[config.mk]
export PLATFORM = sky130hd
export DESIGN_NAME = roulette_wheel_selector
export DESIGN_NICKNAME = d
export VERILOG_FILES = /design/src/design/rwsel_pkg.sv /design/src/design/rwsel_ram.sv /design/src/design/rwsel_ctrl.sv /design/src/design/rwsel_dp.sv /design/src/design/roulette_wheel_selector.sv
export SDC_FILE = /design/constraint.sdc
export NUM_CORES = 2
export LEC_CHECK = 0
export BUFFER_PORTS_ARGS = -buffer_cell sky130_fd_sc_hd__buf_2
export CAP_MARGIN = 25
export CORE_ASPECT_RATIO = 0.5
export CORE_MARGIN = 5
export CORE_UTILIZATION = 55
export DETAILED_ROUTE_END_ITERATION = 7
export GPL_ROUTABILITY_DRIVEN = 0
export GPL_TIMING_DRIVEN = 0
export MAX_ROUTING_LAYER = met4
export PLACE_DENSITY = 0.71
export SLEW_MARGIN = 5
export SYNTH_ARGS = -nofsm -noshare
export SYNTH_HDL_FRONTEND = slang
export SYNTH_SLANG_ARGS = --single-unit
[constraint.sdc]
create_clock -name i_clk -period 11.7 [get_ports i_clk]
set_clock_uncertainty 0.15 [all_clocks]
set_input_delay 1.17 -clock i_clk [delete_from_list [all_inputs] [get_ports i_clk]]
set_output_delay 1.17 -clock i_clk [all_outputs]
set_load 0.1 [all_outputs]
[src/design/rwsel_pkg.sv]
package rwsel_pkg;

    localparam int FIT_W   = 17;
    localparam int SLOT_W  = 6;
    localparam int RAND_W  = 31;
    localparam int CNT_W   = 7;
    localparam int IDX_W   = 6;
    // total of at most 127 entries of 17 bits
    localparam int SUM_W   = FIT_W + CNT_W;
    localparam int SCALE_W = 10;
    localparam int PROD_W  = RAND_W + SCALE_W;
    localparam int DCNT_W  = 6;

    localparam logic [SCALE_W-1:0] SCALE_MILLI = 10'd1000;
    localparam logic [CNT_W-1:0]   COUNT_RESET = 7'd10;
    localparam logic [DCNT_W-1:0]  DIV_STEPS   = 6'(PROD_W);

    localparam logic OP_LOAD   = 1'b0;
    localparam logic OP_SELECT = 1'b1;

    localparam logic ST_OK   = 1'b0;
    localparam logic ST_ZERO = 1'b1;

    typedef struct packed {
        logic              op;
        logic [SLOT_W-1:0] slot;
        logic [FIT_W-1:0]  fitness_milli;
        logic [RAND_W-1:0] random_word;
    } t_req;

    typedef struct packed {
        logic [IDX_W-1:0] chosen_index;
        logic             status;
    } t_result;

    typedef enum logic [2:0] {
        S_IDLE,
        S_SUM,
        S_DIV,
        S_WALK,
        S_DONE
    } t_state;

    typedef struct packed {
        logic load;
        logic launch;
        logic sum_run;
        logic div_init;
        logic div_run;
        logic walk_init;
        logic walk_run;
    } t_cmd;

    typedef struct packed {
        logic sum_done;
        logic total_zero;
        logic div_done;
        logic walk_done;
    } t_sts;

endpackage

[src/design/rwsel_ram.sv]
module rwsel_ram #(
    parameter int WIDTH = 17,
    parameter int DEPTH = 64
) (
    input  logic                     i_clk,
    input  logic                     i_we,
    input  logic [$clog2(DEPTH)-1:0] i_waddr,
    input  logic [WIDTH-1:0]         i_wdata,
    input  logic                     i_re,
    input  logic [$clog2(DEPTH)-1:0] i_raddr,
    output logic [WIDTH-1:0]         o_rdata
);
    logic [WIDTH-1:0] r_mem [DEPTH];
    logic [WIDTH-1:0] r_rdata;

    always_ff @(posedge i_clk) begin
        if (i_we) begin
            r_mem[i_waddr] <= i_wdata;
        end
        if (i_re) begin
            r_rdata <= r_mem[i_raddr];
        end
    end

    assign o_rdata = r_rdata;
endmodule

[src/design/rwsel_ctrl.sv]
module rwsel_ctrl (
    input  logic          i_clk,
    input  logic          i_rst_n,
    input  logic          i_start,
    input  logic          i_op,
    input  rwsel_pkg::t_sts i_sts,
    output rwsel_pkg::t_cmd o_cmd,
    output logic          o_busy,
    output logic          o_strobe
);
    import rwsel_pkg::*;

    t_state r_state;
    t_state n_state;

    always_ff @(posedge i_clk) begin
        if (!i_rst_n) begin
            r_state <= S_IDLE;
        end else begin
            r_state <= n_state;
        end
    end

    always_comb begin
        n_state = r_state;
        unique case (r_state)
            S_IDLE: begin
                if (i_start && i_op == OP_SELECT) begin
                    n_state = S_SUM;
                end
            end
            S_SUM: begin
                if (i_sts.sum_done) begin
                    n_state = i_sts.total_zero ? S_DONE : S_DIV;
                end
            end
            S_DIV: begin
                if (i_sts.div_done) begin
                    n_state = S_WALK;
                end
            end
            S_WALK: begin
                if (i_sts.walk_done) begin
                    n_state = S_DONE;
                end
            end
            S_DONE: begin
                n_state = S_IDLE;
            end
            default: begin
                n_state = S_IDLE;
            end
        endcase
    end

    always_comb begin
        o_cmd    = '0;
        o_busy   = 1'b1;
        o_strobe = 1'b0;
        unique case (r_state)
            S_IDLE: begin
                o_busy        = 1'b0;
                o_cmd.load    = i_start && i_op == OP_LOAD;
                o_cmd.launch  = i_start && i_op == OP_SELECT;
            end
            S_SUM: begin
                o_cmd.sum_run  = 1'b1;
                o_cmd.div_init = i_sts.sum_done && !i_sts.total_zero;
            end
            S_DIV: begin
                o_cmd.div_run   = !i_sts.div_done;
                o_cmd.walk_init = i_sts.div_done;
            end
            S_WALK: begin
                o_cmd.walk_run = 1'b1;
            end
            S_DONE: begin
                o_strobe = 1'b1;
            end
            default: begin
                o_busy = 1'b1;
            end
        endcase
    end
endmodule

[src/design/rwsel_dp.sv]
module rwsel_dp #(
    parameter int POP_MAX = 64
) (
    input  logic                      i_clk,
    input  logic                      i_rst_n,
    input  rwsel_pkg::t_req           i_req,
    input  rwsel_pkg::t_cmd           i_cmd,
    input  logic                      i_cfg_we,
    input  logic [rwsel_pkg::CNT_W-1:0] i_cfg_data,
    output rwsel_pkg::t_sts           o_sts,
    output rwsel_pkg::t_result        o_result
);
    import rwsel_pkg::*;

    localparam int AW = (POP_MAX > 1) ? $clog2(POP_MAX) : 1;
    localparam int XW = (AW > CNT_W) ? AW : CNT_W;

    logic [CNT_W-1:0]  r_pop_count;
    logic [CNT_W-1:0]  eff_count;
    logic [CNT_W-1:0]  r_n;
    logic [CNT_W-1:0]  r_iss;
    logic [CNT_W-1:0]  r_didx;
    logic              r_dv;
    logic              r_found;
    logic [SUM_W-1:0]  r_total;
    logic [SUM_W-1:0]  r_run;
    logic [SUM_W-1:0]  run_next;
    logic [PROD_W-1:0] r_dvd;
    logic [SUM_W-1:0]  r_rem;
    logic [SUM_W:0]    rem_sh;
    logic [DCNT_W-1:0] r_dcnt;
    logic [IDX_W-1:0]  r_pick;
    logic              issue;
    logic              slot_ok;
    logic [XW-1:0]     slot_x;
    logic [XW-1:0]     iss_x;
    logic [FIT_W-1:0]  rd_data;

    always_ff @(posedge i_clk) begin
        if (!i_rst_n) begin
            r_pop_count <= COUNT_RESET;
        end else if (i_cfg_we) begin
            r_pop_count <= i_cfg_data;
        end
    end

    assign eff_count = (32'(r_pop_count) > POP_MAX) ? CNT_W'(POP_MAX) : r_pop_count;
    assign slot_ok   = 32'(i_req.slot) < POP_MAX;
    assign slot_x    = XW'(i_req.slot);
    assign iss_x     = XW'(r_iss);
    assign issue     = (i_cmd.sum_run || (i_cmd.walk_run && !r_found)) && (r_iss < r_n);

    rwsel_ram #(
        .WIDTH (FIT_W),
        .DEPTH (POP_MAX)
    ) u_table (
        .i_clk   (i_clk),
        .i_we    (i_cmd.load && slot_ok),
        .i_waddr (slot_x[AW-1:0]),
        .i_wdata (i_req.fitness_milli),
        .i_re    (issue),
        .i_raddr (iss_x[AW-1:0]),
        .o_rdata (rd_data)
    );

    assign run_next = r_run + SUM_W'(rd_data);
    assign rem_sh   = {r_rem, r_dvd[PROD_W-1]};

    always_ff @(posedge i_clk) begin
        if (!i_rst_n) begin
            r_iss   <= '0;
            r_dv    <= 1'b0;
            r_found <= 1'b0;
            r_dcnt  <= '0;
        end else begin
            r_dv <= issue;
            if (issue) begin
                r_iss <= r_iss + 1'b1;
            end
            if (i_cmd.launch || i_cmd.walk_init) begin
                r_iss   <= '0;
                r_found <= 1'b0;
            end else if (i_cmd.walk_run && r_dv && !r_found && run_next > r_rem) begin
                r_found <= 1'b1;
            end
            if (i_cmd.div_init) begin
                r_dcnt <= DIV_STEPS;
            end else if (i_cmd.div_run) begin
                r_dcnt <= r_dcnt - 1'b1;
            end
        end
    end

    always_ff @(posedge i_clk) begin
        if (issue) begin
            r_didx <= r_iss;
        end
        if (i_cmd.launch) begin
            r_n     <= eff_count;
            r_total <= '0;
            r_pick  <= '0;
            r_dvd   <= PROD_W'(i_req.random_word) * PROD_W'(SCALE_MILLI);
        end else if (i_cmd.sum_run && r_dv) begin
            r_total <= r_total + SUM_W'(rd_data);
        end
        if (i_cmd.div_init) begin
            r_rem <= '0;
        end else if (i_cmd.div_run) begin
            // restoring step: one quotient bit per cycle
            if (rem_sh >= {1'b0, r_total}) begin
                r_rem <= SUM_W'(rem_sh - {1'b0, r_total});
            end else begin
                r_rem <= rem_sh[SUM_W-1:0];
            end
            r_dvd <= {r_dvd[PROD_W-2:0], 1'b0};
        end
        if (i_cmd.walk_init) begin
            r_run <= '0;
        end else if (i_cmd.walk_run && r_dv && !r_found) begin
            r_run <= run_next;
            if (run_next > r_rem) begin
                r_pick <= r_didx[IDX_W-1:0];
            end
        end
    end

    always_comb begin
        o_sts.sum_done   = (r_iss == r_n) && !r_dv;
        o_sts.total_zero = r_total == '0;
        o_sts.div_done   = r_dcnt == '0;
        o_sts.walk_done  = r_found || ((r_iss == r_n) && !r_dv);
    end

    assign o_result.chosen_index = r_pick;
    assign o_result.status       = (r_total == '0) ? ST_ZERO : ST_OK;
endmodule

[src/design/roulette_wheel_selector.sv]
// Fitness-proportionate selector. A load (op 0) writes one table entry
// and leaves busy low; start may be raised again in the next cycle. A
// select (op 1) keeps busy high over the sum, one table read per cycle
// over the n entries of the effective population count, a bit-serial
// restoring modulo, then one read per cycle for the cumulative walk,
// which stops at the chosen entry. o_strobe is high for exactly one cycle
// with the result on o_result and cannot be stalled; capture it then. A
// zero total skips the modulo and walk and returns status 1 with index 0.
// The config write is always ready and is to be used only while busy is low.
module roulette_wheel_selector #(
    parameter int POP_MAX = 64
) (
    input  logic                          i_clk,
    input  logic                          i_rst_n,
    input  logic                          start,
    output logic                          busy,
    input  rwsel_pkg::t_req               i_req,
    output logic                          o_strobe,
    output rwsel_pkg::t_result            o_result,
    input  logic                          i_cfg_valid,
    output logic                          o_cfg_ready,
    input  logic [rwsel_pkg::CNT_W-1:0]   i_cfg_data
);
    import rwsel_pkg::*;

    t_cmd cmd;
    t_sts sts;
    logic ctrl_busy;

    assign busy        = ctrl_busy;
    assign o_cfg_ready = 1'b1;

    rwsel_ctrl u_ctrl (
        .i_clk    (i_clk),
        .i_rst_n  (i_rst_n),
        .i_start  (start),
        .i_op     (i_req.op),
        .i_sts    (sts),
        .o_cmd    (cmd),
        .o_busy   (ctrl_busy),
        .o_strobe (o_strobe)
    );

    rwsel_dp #(
        .POP_MAX (POP_MAX)
    ) u_dp (
        .i_clk      (i_clk),
        .i_rst_n    (i_rst_n),
        .i_req      (i_req),
        .i_cmd      (cmd),
        .i_cfg_we   (i_cfg_valid),
        .i_cfg_data (i_cfg_data),
        .o_sts      (sts),
        .o_result   (o_result)
    );
endmodule

==> run metrics <==
Placement Setup Slack 5.25 ns; Clk pwr share 0.274; Placed Instances 4936; status completed; Yosys reg bits 1262; Synth Area in Compound Gates 0.0449; Die ar. 0.111 mm²; main combinational cell family by area after synthesis multiplexers; Fillers 7088; Die X 465 µm; EDFF count, synth 1118; fin crit period 5.79 ns; Core Util, Final 0.626; DR iter-0 viols 3684; post-placement cell area 0.0606 mm²; Routed WL 139 mm; Setup Buffers After CTS 0; pwr/cell area 203 mW/mm²; Via density 6.26; combinational power share 0.330; Final setup viols 0; Synth area leaders edfxtp_1 (59%), mux4_2 (14%), dfxtp_1 (5.1%); Sw Share 0.324; Fin. Hold Viols 0; syn_nets 3784; hold_ws 0.268 ns; GRT Util Overall 0.262; Routed wire per std cell 27.0 µm; die extent in y 238 µm; Worst path slowest cell fa_1; GR Overflow Total 0; critical path cell sequence buf_2, inv_1, fa_1, fa_1, fa_1, fa_1, inv_1, ha_1, a2111o_1, a31o_1, a311oi_2, a211oi_1, a311oi_2, o211ai_2, a221oi_2, xnor2_1, o21ai_1; row count 83; cts bufs inserted 106; vias in the first global route 32100; Mapped Cells 3426; I/O pins 76; area of the multi-input gates 0.0193 mm²; final instance area 0.0643 mm²; CP arrival 6.17 ns; worst slew pin tran 1.06 ns; most numerous cell on the critical path fa_1; mux cell area share after synthesis 0.147; part of the Yosys area used for sequential elements 0.640; share of cells above drive strength 1 0.206; final worst slack 5.91 ns; final count of pins violating max slew 0; Reg power frac 0.396; clock sink count 1262; sequential cell area 0.0365 mm²; P_leak 21.7 nW; Layout area overhead 12.9%; Post-Layout Cell Count 5151; Critical Path End Type register; Port Buffer Count 70; core box area 0.103 mm²; Synth Area per Inst 16.6 µm²; FMAX 173 MHz; Worst slew margin 0.294; Syn. warnings 0; Post-Synth Adder-Cell Area 0.0795; CP required 12.08 ns; ANT nets after route 0; share of the synthesized area in the top cell type 0.589; cell taking the most area after synthesis edfxtp_1; first-pass detailed-route iteration total 6; Clock Path Buffers 3; Post-route DRC 0; crit path kind in -> reg; Worst-Skew Late Latency 0.74 ns; critical path fanouts, max 6; commonest non-fill, non-tap cell in the layout edfxtp_1; CP max stage delay 0.55 ns; CP Launch Type input port; Post-Syn Area 0.0570 mm²; post-cts resize count 0; RSZ-0062 raised after global routing false; CTS Hold Bufs 0; placed wire-length estimate 96.7 mm; via count 32200; Synth Area in XOR/XNOR 0.0135; fraction of registers with async set/reset 0; overall power 13.1 mW; Worst Hold Class reg -> reg; Tcrit/Tclk final 0.495; largest net degree at the start of global routing 65; most frequent cells in the layout edfxtp_1 (1118), mux4_2 (357), inv_1 (243); final net count 4058; first-pass GRT wire length 208 mm; root buffer selected by CTS clkbuf_16; TNS Setup 0 ns; Starting Density 0.555; Net Switching 4.23 mW; CTS tree built; post-synthesis cell type count 80; antenna violations before repair 6; H-tree levels 3; max-cap violations 0; simple-gate share of the synthesized area 0.0493; Post-synth top flop edfxtp_1; Peak VDD IR 144 µV; cell internal pwr 8.83 mW; Clock transition at path regs 0.06 ns
## synthesized netlist by cell type, drive strengths merged (10+ instances only)
master  instances
a211oi         16
a21o           35
a21oi         123
a31oi          11
and2           14
and3           21
buf            39
clkbuf         97
dfxtp         144
edfxtp       1118
fa            117
ha            175
inv           244
mux2i          35
mux4          357
nand2         185
nand2b         19
nand3          40
nand4          16
nor2          198
nor2b          31
nor3           28
nor4           12
o21a           20
o21ai         106
o31ai          10
or3            13
xnor2          58
xor2           30
## cells by family (layout without fill, tap and decap cells)
logic type      after synthesis  in the layout
other cells                   1              4
xor+xnor                     88             88
simple gates                607            607
mux                         393            393
flops                      1262           1262
compound gates              402            402
fa+ha+maj                   292            292
buf+inv                     381            743
## critical path: cells and delay by family
family	cells	cell delay (ns)
AOI/OAI and AO/OA	8	2.11
xor gates and xnor gates	1	0.17
adders and majority gates	5	2.34
buffers and inverters	3	0.38
## layer usage
layer / up-vias / wire length (µm) / GRT usage
met5: - / 0 / -
met4: 0 / 3460 / 0.0643
met3: 223 / 12500 / 0.0453
met2: 1651 / 67900 / 0.416
met1: 16600 / 55300 / 0.360
li1: 13800 / - / -
## area by class of cell
cell class | count | area share
antenna | 3 | 0.000117
buffer | 136 | 0.00840
clock buffer | 120 | 0.0424
clock inverter | 76 | 0.0117
inverter | 245 | 0.0143
multi-input combinational | 1783 | 0.299
sequential | 1262 | 0.567
tap | 1360 | 0.0264
timing repair buffer | 166 | 0.0308
## flip-flops by register name, indices dropped and copies added, names as in the netlist, 17 cells and up
name	flops
u_dp.u_table.o_rdata	17
u_dp.r_rem	24
u_dp.u_table.r_mem	1088
u_dp.r_run	24
u_dp.r_dvd	41
u_dp.r_total	24
## power groups by stage
| stage | combinational [mW] | sequential (mW) | clock [mW] |
|---|---|---|---|
| after floorplan | 3.20 | 5.22 | 0 |
| after global placement | 4.16 | 5.26 | 0 |
| after detailed placement | 4.26 | 5.26 | 0 |
| after CTS | 4.30 | 5.17 | 3.62 |
| after global routing | 4.75 | 5.18 | 3.82 |
| final | 4.31 | 5.17 | 3.57 |
## worst paths after layout
check	startpoint	endpoint	slack, ns	cells past startpoint
worst min-delay path	u_dp.r_didx[0]	u_dp.r_pick[0]	0.27	2
worst max-delay path	i_req[7]	u_dp.r_dvd[40]	5.91	17
worst min register to register	u_dp.r_didx[0]	u_dp.r_pick[0]	0.27	2
worst max register to register	u_dp.u_table.o_rdata[1]	u_dp.r_pick[2]	6.47	20
Note: power is estimated with default switching activity, not from simulation.
